[config.mk]
export PLATFORM = sky130hd
export DESIGN_NAME = cnms_ctrl
export DESIGN_NICKNAME = d
export VERILOG_FILES = /design/src/rtl/core/cnms_pkg.sv /design/src/rtl/core/cnms_ctrl.sv
export SDC_FILE = /design/constraint.sdc
export NUM_CORES = 1
export LEC_CHECK = 0
export BUFFER_PORTS_ARGS = -buffer_cell sky130_fd_sc_hd__buf_2
export CORE_MARGIN = 2
export CORE_UTILIZATION = 53
export CTS_CLUSTER_DIAMETER = 150
export DETAILED_ROUTE_END_ITERATION = 8
export HOLD_SLACK_MARGIN = 0.12
export PLACE_DENSITY_LB_ADDON = 0.05
export SLEW_MARGIN = 20
export SYNTH_ARGS = -nofsm -noshare
export SYNTH_HDL_FRONTEND = slang
export SYNTH_SLANG_ARGS = --single-unit
export TNS_END_PERCENT = 10
[constraint.sdc]
create_clock -name aclk -period 3.55 [get_ports aclk]
set_clock_uncertainty 0.2 [all_clocks]
set_input_delay 0.5325 -clock aclk [delete_from_list [all_inputs] [get_ports aclk]]
set_output_delay 0.5325 -clock aclk [all_outputs]
set_load 0.03 [all_outputs]
[src/rtl/core/cnms_pkg.sv]
// ----------------------------------------------------------------------------
// Circle NMS package
// Shared widths, defaults, register codes and types of the circle NMS block.
// ----------------------------------------------------------------------------
package cnms_pkg;

    localparam int DEF_MAX_KEPT   = 512;
    localparam int DEF_MAX_BOXES  = 4096;
    localparam int DEF_COORD_BITS = 16;

    localparam int IN_COORD_W      = 16;
    localparam int THRESH_W        = 33;
    localparam int MAXK_W          = 10;
    localparam int INDEX_W         = 12;
    localparam int COUNT_W         = 10;
    localparam int INDEX_FIELD_MAX = 4095;

    localparam int S_TDATA_W = 2 * IN_COORD_W;
    localparam int M_TDATA_W = 24;
    localparam int APB_AW    = 4;
    localparam int APB_DW    = 64;

    localparam logic [MAXK_W-1:0] MAXK_RESET = 10'd512;

    // Register select: address bit 3 picks the 8-byte register slot.
    typedef enum logic {
        REG_THRESH = 1'b0,
        REG_MAXK   = 1'b1
    } cnms_reg_t;

    typedef struct packed {
        logic valid;
        logic hit;
    } cnms_rsp_t;

    function automatic int cnms_max(input int a, input int b);
        return (a > b) ? a : b;
    endfunction

    function automatic int cnms_min(input int a, input int b);
        return (a < b) ? a : b;
    endfunction

endpackage

[src/rtl/core/cnms_ctrl.sv]
// ----------------------------------------------------------------------------
// Circle NMS sequencer
// Takes one box, walks the kept centers through the distance unit, decides,
// appends a kept center to the store and holds the result word.
// ----------------------------------------------------------------------------
module cnms_ctrl #(
    parameter int MAX_KEPT  = cnms_pkg::DEF_MAX_KEPT,
    parameter int MAX_BOXES = cnms_pkg::DEF_MAX_BOXES,
    parameter int CW        = cnms_pkg::DEF_COORD_BITS,
    parameter int AW        = (MAX_KEPT > 1) ? $clog2(MAX_KEPT) : 1
) (
    input  logic                         aclk,
    input  logic                         aresetn,
    input  logic                         s_valid,
    output logic                         s_ready,
    input  logic [CW-1:0]                s_x,
    input  logic [CW-1:0]                s_y,
    input  logic                         s_last,
    input  logic [cnms_pkg::MAXK_W-1:0]  max_kept,
    output logic                         rd_issue,
    output logic [AW-1:0]                rd_addr,
    output logic                         wr_en,
    output logic [AW-1:0]                wr_addr,
    output logic [CW-1:0]                box_x,
    output logic [CW-1:0]                box_y,
    input  cnms_pkg::cnms_rsp_t          rsp,
    output logic                         m_valid,
    input  logic                         m_ready,
    output logic                         m_kept,
    output logic [cnms_pkg::INDEX_W-1:0] m_index,
    output logic [cnms_pkg::COUNT_W-1:0] m_count,
    output logic                         m_last
);
    import cnms_pkg::*;

    localparam int KW      = $clog2(MAX_KEPT + 1);
    localparam int IDX_LIM = cnms_min(MAX_BOXES - 1, INDEX_FIELD_MAX);
    localparam int PW      = cnms_max($clog2(IDX_LIM + 1), 1);
    localparam int LW      = cnms_max(KW, MAXK_W);
    localparam int CXW     = cnms_max(KW, COUNT_W);

    typedef enum logic [1:0] {
        ST_IDLE,
        ST_SCAN,
        ST_DONE
    } state_t;

    state_t              state_reg, state_next;
    logic [CW-1:0]       box_x_reg, box_x_next;
    logic [CW-1:0]       box_y_reg, box_y_next;
    logic                last_reg, last_next;
    logic                keep_reg, keep_next;
    logic                hit_reg, hit_next;
    logic [KW-1:0]       total_reg, total_next;
    logic [KW-1:0]       iss_reg, iss_next;
    logic [KW-1:0]       rsp_reg, rsp_next;
    logic [PW-1:0]       pos_reg, pos_next;
    logic                m_valid_reg, m_valid_next;
    logic                m_kept_reg, m_kept_next;
    logic [INDEX_W-1:0]  m_index_reg, m_index_next;
    logic [COUNT_W-1:0]  m_count_reg, m_count_next;
    logic                m_last_reg, m_last_next;

    logic [LW-1:0]       limit;
    logic                can_keep;
    logic [KW-1:0]       count_after;
    logic [CXW-1:0]      count_ext;

    // A limit above the store depth acts as the depth.
    assign limit = (LW'(max_kept) < LW'(MAX_KEPT)) ? LW'(max_kept) : LW'(MAX_KEPT);
    assign can_keep = LW'(total_reg) < limit;

    // The total stays below the limit while a box is kept, so the increment fits.
    assign count_after = keep_reg ? (total_reg + KW'(1)) : total_reg;
    assign count_ext   = CXW'(count_after);

    always_comb begin
        state_next   = state_reg;
        box_x_next   = box_x_reg;
        box_y_next   = box_y_reg;
        last_next    = last_reg;
        keep_next    = keep_reg;
        hit_next     = hit_reg;
        total_next   = total_reg;
        iss_next     = iss_reg;
        rsp_next     = rsp_reg;
        pos_next     = pos_reg;
        m_valid_next = m_valid_reg;
        m_kept_next  = m_kept_reg;
        m_index_next = m_index_reg;
        m_count_next = m_count_reg;
        m_last_next  = m_last_reg;
        rd_issue     = 1'b0;
        wr_en        = 1'b0;

        if (m_valid_reg && m_ready) begin
            m_valid_next = 1'b0;
        end

        unique case (state_reg)
            ST_IDLE: begin
                if (s_valid) begin
                    box_x_next = s_x;
                    box_y_next = s_y;
                    last_next  = s_last;
                    iss_next   = '0;
                    rsp_next   = '0;
                    hit_next   = 1'b0;
                    if (!can_keep) begin
                        keep_next  = 1'b0;
                        state_next = ST_DONE;
                    end else if (total_reg == '0) begin
                        keep_next  = 1'b1;
                        state_next = ST_DONE;
                    end else begin
                        state_next = ST_SCAN;
                    end
                end
            end
            ST_SCAN: begin
                // Reads stop at the first hit; reads already in flight drain.
                if (!hit_reg && iss_reg != total_reg) begin
                    rd_issue = 1'b1;
                    iss_next = iss_reg + KW'(1);
                end
                if (rsp.valid) begin
                    rsp_next = rsp_reg + KW'(1);
                    if (rsp.hit) begin
                        hit_next = 1'b1;
                    end
                end
                if (iss_reg == rsp_reg && (hit_reg || iss_reg == total_reg)) begin
                    keep_next  = !hit_reg;
                    state_next = ST_DONE;
                end
            end
            ST_DONE: begin
                if (!m_valid_reg || m_ready) begin
                    m_valid_next = 1'b1;
                    m_kept_next  = keep_reg;
                    m_index_next = INDEX_W'(pos_reg);
                    m_count_next = count_ext[COUNT_W-1:0];
                    m_last_next  = last_reg;
                    wr_en        = keep_reg;
                    if (last_reg) begin
                        total_next = '0;
                        pos_next   = '0;
                    end else begin
                        total_next = count_after;
                        if (pos_reg < PW'(IDX_LIM)) begin
                            pos_next = pos_reg + PW'(1);
                        end
                    end
                    state_next = ST_IDLE;
                end
            end
            default: begin
                state_next = ST_IDLE;
            end
        endcase
    end

    always_ff @(posedge aclk) begin
        if (!aresetn) begin
            state_reg   <= ST_IDLE;
            total_reg   <= '0;
            pos_reg     <= '0;
            iss_reg     <= '0;
            rsp_reg     <= '0;
            hit_reg     <= 1'b0;
            m_valid_reg <= 1'b0;
        end else begin
            state_reg   <= state_next;
            total_reg   <= total_next;
            pos_reg     <= pos_next;
            iss_reg     <= iss_next;
            rsp_reg     <= rsp_next;
            hit_reg     <= hit_next;
            m_valid_reg <= m_valid_next;
        end
        box_x_reg   <= box_x_next;
        box_y_reg   <= box_y_next;
        last_reg    <= last_next;
        keep_reg    <= keep_next;
        m_kept_reg  <= m_kept_next;
        m_index_reg <= m_index_next;
        m_count_reg <= m_count_next;
        m_last_reg  <= m_last_next;
    end

    assign s_ready = (state_reg == ST_IDLE);
    assign rd_addr = iss_reg[AW-1:0];
    assign wr_addr = total_reg[AW-1:0];
    assign box_x   = box_x_reg;
    assign box_y   = box_y_reg;
    assign m_valid = m_valid_reg;
    assign m_kept  = m_kept_reg;
    assign m_index = m_index_reg;
    assign m_count = m_count_reg;
    assign m_last  = m_last_reg;

endmodule

==> results of run 1 <==
worst max-delay path, cell delays in order (launching register included):
cell and delay [ps]:
dfxtp_1 640, xnor2_2 160, nand4_1 200, o311ai_1 430, nor2_1 90, buf_2 200
area by class of cell:
type                    count  area share [%]
flip-flops and latches    104            47.4
multi-input cells         294            34.1
repair buffers            129            11.6
well taps                 108            2.41
clock buffers               9            2.21
clock inverters             7            1.40
inverters                  12           0.802
layer usage:
metal,GRT usage (%),up-vias
met5,0,-
met4,8.01,0
met3,4.71,13
met2,34.7,116
met1,27.1,1718
li1,-,1783
kinds of logic after synthesis:
group | after synthesis
muxes | 5
and+or+nand+nor | 162
DFF | 104
xor gates and xnor gates | 46
adders and majority gates | 14
AOI/OAI and AO/OA | 67
buffers and inverters | 48
power by group:
part | internal, W | switching [W]
Clock | 0.000334 | 0.000421
Sequential | 0.00132 | 0.0000214
Combinational | 0.0000742 | 0.000183
through the flow:
| stage | instance area (um2) | util, % | hold slack, ps |
|---|---|---|---|
| 3_3_place_gp | 5410 | 61.5 | 267 |
| 3_5_place_dp | 5410 | 61.5 | 280 |
| 4_1_cts | 5620 | 63.8 | 122 |
| 5_1_grt | 5620 | 63.8 | 121 |
| 2_1_floorplan | 4860 | - | 228 |
| 6_report | 5620 | 63.8 | 135 |
path summary, 6_finish.rpt:
path | to | startpoint | slack, ps
min reg2reg | pos_reg[1]$_SDFFE_PN0P_ | pos_reg[1]$_SDFFE_PN0P_ | 300
min | box_y[7]$_DFFE_PP_ | s_y[7] | 130
max reg2reg | pos_reg[4]$_SDFFE_PN0P_ | state_reg[1]$_SDFFE_PN0P_ | 970
max | rd_issue | total_reg[5]$_SDFFE_PN0P_ | 740
synth_stat cells (all sizes together) (5+ instances only):
cell type  number  area share [%]
a21oi          27             2.9
nand2b         10             1.3
mux2i           5             1.0
dfxtp          46              19
nor4            8             1.0
buf            31             4.6
clkbuf          5            0.39
and3            7            0.90
nor2           37             2.9
or3             6            0.77
ha             14             3.6
nor3            5            0.75
inv            10            0.77
nand2          44             3.4
edfxtp         58              36
nand4          11             1.5
xnor2          25             4.7
o21ai          12             1.2
nand3          20             2.2
xor2           21             3.8
layout by cell type (no fill, tap or decap), drive strengths merged, types with 3 or more instances in the layout:
cell / Yosys / final
inv: 10 / 12
nand3b: 3 / 3
nor3: 5 / 5
and4: 3 / 3
ha: 14 / 14
o21ai: 12 / 12
nor4: 8 / 8
dfxtp: 46 / 46
xnor2: 25 / 25
nand4: 11 / 11
mux2i: 5 / 5
edfxtp: 58 / 58
buf: 31 / 129
nor2: 37 / 37
clkbuf: 5 / 9
nor2b: 3 / 3
nand2: 44 / 44
nand3: 20 / 20
xor2: 21 / 21
or3: 6 / 6
clkinv: 2 / 5
nand2b: 10 / 10
a31oi: 3 / 3
a21o: 3 / 3
a21oi: 27 / 27
and3: 7 / 7
==> out/results.tsv, run 1 <==
metric	value	unit
outcome	finished clean	
reg2reg_depth	7	
power.density	420	nW/um2
syn_inst	446	
finalSetupViolations	0	
finalWeightedCongestion	0.852	
ios	127	
dp_cells	647	
wl	10.4	mm
vias	3630	
syn_to_final_growth	15.6	%
cts_buffers	9	
end_kind	output pin	
drive_above_1_share	28.3	%
clk_pin_slew_worst_paths	100	ps
p_leak	2.24	nW
synthesis.area	4860	um2
antenna_found_initial	0	
register_area	2660	um2
tns	0	ps
tightest_slew	589	ps
critPathKind	flop to output pin	
period_minus_slack	2810	ps
grt_overflow	0	
root_buffer	clkbuf_8	
synth-seq-cells	104	
clock-sinks	104	
met1_length	4.47	mm
ys_types	57	
cp.required	2820	ps
synth_top_family_by_area	simple AND/OR/NAND/NOR gates	
grt_pass1_vias	3475	
multiInputGateArea	1920	um2
die-width	99.7	um
synth_ff_type	edfxtp_1	
hold_path_class	input pin to flop	
core.rowCount	34	
fin_crit_sh	79.1	%
cts_setup_buffers	0	
max_freq	356	MHz
die-area	9950	um2
cts_tree	done	
postCtsHoldBufs	0	
dp_slack	911	ps
fill_cells	736	
clkLatencyLatePin	360	ps
hold_viol	0	
antenna_left	0	
grt_use_total	21.0	%
htreeDepth	3	
yosys.area_share.simple	17.0	%
wl_met2	5.17	mm
yosys_warnings	0	
instances_no_fill	663	
detail_route.iter0.violations	215	
path_max_fanout	11	
die_y	99.7	um
syn_nets	509	
drcViolationCount	0	
ys_seq_area_share	54.8	%
rsz0062_at_grt	false	
wl_per_cell	15.7	um
hold_depth	1	
dp_hpwl	7.64	mm
arrival	2080	ps
start_util	55.2	%
async_reset_ff_share	0	%
slew_violations	0	
final_nets	613	
p_total	0.00236	W
grt_pass1_wl	16.5	mm
wl_met3	631	um
port_buffers	126	
diodes	0	
cap_violations	0	
synth_mux_area_share	1.03	%
coreArea	8810	um2
cp-start-kind	flop	
irDropWorstVdd	300	uV
grt_max_degree	23	
layout_setup_ws	741	ps
dr.pass1.iters	4	
synth_compound_area_share	9.20	%
max_slew_margin	60.6	%
clockBufferDepth	2	
cts_resized	0	
synthAdderAreaFrac	3.61	%
synth_edf_count	58	
top_layer	met4	
avgSynthCellArea	10.9	um2
synth_xor_xnor_area_share	8.45	%
vias_per_cell	5.48	
(Power assumes the default switching activity.)
==> run 2: changes to the inputs <==
--- a/config.mk
+++ b/config.mk
@@ -5,9 +5,10 @@
 export SDC_FILE = /design/constraint.sdc
 export NUM_CORES = 1
 export LEC_CHECK = 0
+export ABC_AREA = 1
 export BUFFER_PORTS_ARGS = -buffer_cell sky130_fd_sc_hd__buf_2
 export CORE_MARGIN = 2
-export CORE_UTILIZATION = 53
+export CORE_UTILIZATION = 48
 export CTS_CLUSTER_DIAMETER = 150
 export DETAILED_ROUTE_END_ITERATION = 8
 export HOLD_SLACK_MARGIN = 0.12
==> constraint.sdc (replaced) <==
create_clock -name aclk -period 2.3 [get_ports aclk]
set_clock_uncertainty 0.2 [all_clocks]
set_input_delay 0.345 -clock aclk [delete_from_list [all_inputs] [get_ports aclk]]
set_output_delay 0.345 -clock aclk [all_outputs]
set_load 0.03 [all_outputs]
==> run 2 against run 1 <==
- flip-flop and latch count is the same
- sequential share of layout area shrank 5.1 points
- critical path depth grew 2
- setup slack lost 660 ps
- core utilization shrank 1.9 points
- synthesized cell count grew 31%
- hold slack gained 130 ps
- register-to-register slack lost 720 ps
- combinational power grew 110%
- first-iteration DRC count grew 14%
==> out/results.tsv, run 2 <==
metric	value	unit	change
vias_per_cell	4.94		-9.8%
cts_tree	done		
grt_max_degree	34		+48%
path_max_fanout	7		-4
cp-start-kind	flop		
critPathKind	flop to output pin		
detail_route.iter0.violations	245		+14%
grt_pass1_vias	4098		+18%
crit_buf_inv	4		+3
hold_viol	0		unchanged
path_delay_family	buffers and inverters		
clkLatencyLatePin	380	ps	+20 ps
dr.pass1.iters	6		+2
period_minus_slack	2220	ps	
ys_types	31		-46%
syn_inst	584		+31%
synth.cells.most_frequent	nand2_1 (157), edfxtp_1 (58), nor2_1 (58)		
avgSynthCellArea	8.58	um2	-21%
instances_no_fill	886		+34%
hold_path_class	input pin to flop		
synth_most_common_cell	nand2_1		
final_util	61.9	%	-1.9 points
max_slew_margin	68.6	%	+8.0 points
worst_path_max_delay_cell	dfxtp_1		
htreeDepth	3		unchanged
drive_above_1_share	26.4	%	-1.9 points
wl_per_cell	13.9	um	-12%
wl	12.3	mm	+18%
syn_to_final_growth	26.3	%	
ys_seq_area_share	53.1	%	-1.7 points
synth-seq-cells	104		unchanged
fin_crit_sh	96.6	%	
synthesis.area	5010	um2	+3.2%
cpMostUsedCell	inv_1		
grt_use_total	22.3	%	+1.3 points
clockBufferDepth	2		unchanged
synth.largest_area_cell	edfxtp_1		
async_reset_ff_share	0	%	unchanged
cap_violations	0		unchanged
antenna_left	0		unchanged
tns	0	ps	unchanged
finalWeightedCongestion	0.859		+0.81%
end_kind	output pin		
irDropWorstVdd	277	uV	-7.5%
finalSetupViolations	0		unchanged
slew_violations	0		unchanged
dp_hpwl	8.83	mm	+16%
vias	4377		+21%
core.rowCount	37		+8.8%
synth_area_leaders	edfxtp_1 (35%), dfxtp_1 (18%), nand2_1 (12%), a21oi_1 (4.4%), nor2_1 (4.3%)		
clk_pin_slew_worst_paths	100	ps	about the same
power.density	595	nW/um2	+42%
final_cell_mix	nand2_1 (157), buf_2 (126), edfxtp_1 (58), nor2_1 (55), inv_1 (50)		
ios	127		unchanged
yosys_warnings	0		unchanged
rsz0062_at_grt	true		
die-area	11300	um2	+13%
dp_cells	831		+28%
grt_pass1_wl	19.8	mm	+20%
p_leak	2.70	nW	+20%
start_util	49.0	%	-6.2 points
die-width	106	um	+6.5%
drcViolationCount	0		unchanged
arrival	1680	ps	-400 ps
cp.required	1750	ps	-1070 ps
final_nets	808		+32%
fill_cells	889		+21%
synth_ff_type	edfxtp_1		
port_buffers	126		unchanged
final_common_cell	nand2_1		
stdcell_area	6330	um2	+13%
grt_overflow	0		unchanged
synth_edf_count	58		unchanged
coreArea	10200	um2	+16%
cts_buffers	9		unchanged
tightest_slew	470	ps	-119 ps
diodes	0		unchanged
max_freq	450	MHz	
die_y	106	um	+6.5%
placed_area	5730	um2	+5.9%
worstPathCellList	inv_1 > nor2_4 > inv_1 > nor2_2 > o21ai_4 > inv_1 > buf_2		
root_buffer	clkbuf_8		
critPathMaxStageDelay	350	ps	-290 ps
antenna_found_initial	0		unchanged
synth_top_area_share	34.7	%	-1.1 points
syn_nets	647		+27%
clock-sinks	104		unchanged
outcome	finished clean		
==> run 2: cell count changes after synthesis, moves of 6 or more <==
cell and delta:
nand2_1 +113, inv_1 +42, xnor2_1 -24, nor2_1 +21, a21oi_1 +19, nand3_1 +12
nor3_1 +11, inv_2 +10, nand2b_1 -9, nor4_1 -8, and3_1 -7, o21ai_1 +6
or3_1 -6
==> run 2: worst reg2reg max path, delay by kind of cell (launching register included) <==
| kind | cells | cell delay [ps] |
|---|---|---|
| DFF | 1 | 330 |
| AOI/OAI and AO/OA | 1 | 140 |
| buffers and inverters | 2 | 380 |
| and+or+nand+nor | 4 | 950 |
==> run 2: cell families (layout without fill, tap and decap cells) <==
family | count (synthesis) | count (layout) | share of synthesized area, %
flops | 104 | 104 | 53.1
compound gates | 70 | 70 | 7.61
xor+xnor | 16 | 16 | 2.80
fa+ha+maj | 14 | 14 | 3.49
simple gates | 286 | 286 | 24.2
buf+inv | 94 | 260 | 8.76
==> run 2: final timing paths <==
path / from / to / slack, ps / depth (start not counted)
hold reg to reg: rsp_reg[8]$_SDFFE_PN0P_ / rsp_reg[8]$_SDFFE_PN0P_ / 280 / 1
setup reg to reg: state_reg[0]$_SDFFE_PN0P_ / total_reg[5]$_SDFFE_PN0P_ / 250 / 7
hold / removal: rsp[1] / rsp_reg[9]$_SDFFE_PN0P_ / 260 / 5
setup / recovery: state_reg[0]$_SDFFE_PN0P_ / rd_issue / 80 / 7
==> run 2: what timing repair did <==
item / 4_1_cts / 5_1_grt
buffers inserted: 0 / 2
resized for setup: 10 / 5
cloned: 0 / 0
pin swaps: 0 / 1
hold endpoints to repair: 37 / 0
hold buffers: 37 / 0
endpoints found under the setup margin: 1 / 2
==> run 2: layout make-up <==
type / instances / area [um2] / share of cell area (%)
Multi-Input combinational cell: 386 / 1920 / 30.3
Sequential cell: 104 / 2680 / 42.3
Inverter: 63 / 236 / 3.74
Timing Repair Buffer: 181 / 1140 / 17.9
Clock buffer: 10 / 128 / 2.02
Tap cell: 136 / 170 / 2.69
Clock inverter: 6 / 65.1 / 1.03
==> run 2: metal layers <==
metal	vias to the layer above	part of all wire [%]	GRT usage (%)
li1	2217	-	-
met1	1993	43	28.0
met2	147	50	38.7
met3	20	5.3	2.88
met4	0	2.0	9.49
met5	-	0	0
==> run 2: per-stage QoR <==
| step | setup slack (ps) | hold slack (ps) | power [W] |
|---|---|---|---|
| 5_1_grt | -27.4 | 305 | 0.00392 |
| 6_report | 77.8 | 263 | 0.00377 |
| 3_3_place_gp | 49.0 | 267 | 0.00260 |
| 2_1_floorplan | 60.6 | 221 | 0.00244 |
| 3_5_place_dp | -40.8 | 269 | 0.00261 |
| 4_1_cts | 0.521 | 266 | 0.00380 |
==> run 2: power by group <==
| part | switching (W) | internal [W] |
|---|---|---|
| Combinational | 0.000359 | 0.000179 |
| Sequential | 0.0000318 | 0.00205 |
| Clock | 0.000636 | 0.000510 |
| Total | 0.00103 | 0.00274 |
==> run 3: changes to the inputs <==
--- a/config.mk
+++ b/config.mk
@@ -11,8 +11,10 @@
 export CORE_UTILIZATION = 48
 export CTS_CLUSTER_DIAMETER = 150
 export DETAILED_ROUTE_END_ITERATION = 8
+export GPL_TIMING_DRIVEN = 0
 export HOLD_SLACK_MARGIN = 0.12
 export PLACE_DENSITY_LB_ADDON = 0.05
+export RECOVER_POWER = 50
 export SLEW_MARGIN = 20
 export SYNTH_ARGS = -nofsm -noshare
 export SYNTH_HDL_FRONTEND = slang
==> run 3 against run 2 <==
- via count increased by 1.4%
- die area unchanged
- fmax decreased by 1.1%
- largest power group unchanged
==> out/results.tsv, run 3 (synthesized netlist as in run 2, its figures left out) <==
metric	value	unit	change
cp.required	1750	ps	about the same
core.rowCount	37		unchanged
rsz0062_at_grt	true		
use_met3	3.74	%	+0.86 points
irDropWorstVdd	282	uV	+1.8%
startpoint	iss_reg[0]$_SDFFE_PN0P_		
drcViolationCount	0		unchanged
grt_pass1_vias	3981		-2.9%
finalWeightedCongestion	0.880		+2.5%
hold_viol	0		unchanged
dp_hpwl	8.60	mm	-2.6%
vias	4437		+1.4%
final_common_cell	nand2_1		
final_nets	830		+2.7%
dp_slack	-74.2	ps	-33.4 ps
cts_tree	done		
wl	12.1	mm	-1.2%
htreeDepth	3		unchanged
die-width	106	um	unchanged
worst_path_max_delay_cell	dfxtp_4		
clock-sinks	104		unchanged
outcome	finished clean		
vias_per_cell	4.89		-1.1%
hp-start	m_ready		
final_util	62.4	%	+0.54 points
die-area	11300	um2	unchanged
use_met2	36.2	%	-2.5 points
grt_pass1_wl	19.1	mm	-3.5%
root_buffer	clkbuf_8		
dr.pass1.iters	4		-2
worstPathCellList	buf_6 > inv_2 > nand2_1 > nand2_1 > nor2_1 > nand3_2 > o21ai_4 > buf_6 > inv_1 > buf_4		
syn_to_final_growth	27.4	%	
grt_util_met1	27.8	%	-0.27 points
p_leak	2.60	nW	-3.6%
detail_route.iter0.violations	235		-4.1%
ios	127		unchanged
drive_above_1_share	20.3	%	-6.1 points
path_max_fanout	8		+1
antenna_left	0		unchanged
arrival	1700	ps	+20 ps
grt_max_degree	35		+2.9%
cp-start-kind	flop		
p_int	0.00261	W	-5.0%
cts_buffers	9		unchanged
grt_overflow	0		unchanged
final_cell_mix	nand2_1 (157), clkbuf_1 (70), buf_2 (67), nor2_1 (59), edfxtp_1 (58)		
worstReg2RegStart	state_reg[1]$_SDFFE_PN0P_		
grt_use_total	21.4	%	-0.92 points
slew_violations	0		unchanged
cap_violations	0		unchanged
fin_crit_sh	97.7	%	+1.1 points
clk_pin_slew_worst_paths	100	ps	about the same
pwr-share-clk	28.6	%	-1.8 points
wl_per_cell	13.4	um	-3.6%
clkLatencyLatePin	370	ps	about the same
max_freq	445	MHz	-1.1%
antenna_found_initial	0		unchanged
tightest_slew	720	ps	+249 ps
max_slew_margin	52.0	%	-17 points
clockBufferDepth	2		unchanged
finalSetupViolations	0		unchanged
period_minus_slack	2250	ps	+24.8 ps
diodes	0		unchanged
power_frac_comb	14.2	%	about the same
switching_share	28.4	%	+1.1 points
p_sw	0.00103	W	+0.46%
coreArea	10200	um2	unchanged
layout_setup_ws	53.0	ps	-24.8 ps
die_y	106	um	unchanged
power.density	569	nW/um2	-4.3%
critPathMaxStageDelay	380	ps	+30 ps
port_buffers	126		unchanged
hold_path_class	input pin to flop		
end_kind	output pin		
busiest_layer	met2		
start_util	49.0	%	unchanged
critPathKind	flop to output pin		
power_frac_seq	57.2	%	+1.9 points
-- run 3: cell types whose count changed in the layout (fill, tap and decap cells not counted), moves of 2 or more --
cell	delta
buf_2	-59
buf_4	+9
buf_6	+3
clkbuf_1	+69
dfxtp_1	-9
dfxtp_2	+2
dfxtp_4	+7
inv_6	-2
nor2_1	+4
nor2_2	-2
-- run 3: cell type report --
type	count	area, um2
Clock buffer	10	128
Inverter	63	236
Clock inverter	6	45.0
Timing Repair Buffer	172	982
Tap cell	136	170
Sequential cell	104	2710
Multi-Input combinational cell	387	1910
Buffer	30	209
Fill cell	932	3840
-- run 3: per-stage QoR --
stage	std cells	setup TNS (ps)	hold slack [ps]	power, W	area, um2
final	908	0	149	0.00364	6390
after floorplan	584	0	221	0.00244	5010
after CTS	901	-7.28	177	0.00368	6400
after detailed placement	846	-300	232	0.00260	5810
after global routing	908	-35.7	206	0.00378	6390
after global placement	846	-1340	226	0.00259	5810
-- run 3: worst paths after layout --
path / depth (start not counted) / to / slack, ps
max: 10 / rd_issue / 50
min: 4 / m_valid$_SDFF_PN0_ / 150
max reg2reg: 6 / rsp_reg[3]$_SDFFE_PN0P_ / 200
min reg2reg: 0 / m_kept$_DFFE_PP_ / 260
-- run 3: per-layer routing --
metal,vias up,share of wire [%],routed length [um]
li1,2265,-,-
met2,132,48,5850
met4,0,1.5,187
met3,14,5.3,637
met5,-,0,0
met1,2026,45,5450
-- run 3: worst max-delay path: cells and delay by family, from the launching register on --
family / cells / cell delay (ps)
simple gates: 4 / 300
flops: 1 / 380
buf+inv: 5 / 470
compound gates: 1 / 160
-- run 3: power by group through the flow --
stage / Combinational, W / Clock, W / Sequential (W)
3_3_place_gp: 0.000468 / 0 / 0.00213
6_report: 0.000516 / 0.00104 / 0.00208
2_1_floorplan: 0.000177 / 0 / 0.00226
5_1_grt: 0.000561 / 0.00113 / 0.00209
4_1_cts: 0.000529 / 0.00107 / 0.00208
3_5_place_dp: 0.000475 / 0 / 0.00213
-- run 3: timing repair --
action,CTS,global route
setup buffers,2,8
pin swaps,4,2
cloned,1,0
endpoints found under the setup margin,13,2
hold buffers,36,0
endpoints found under the hold margin,36,0
resized for setup,19,14
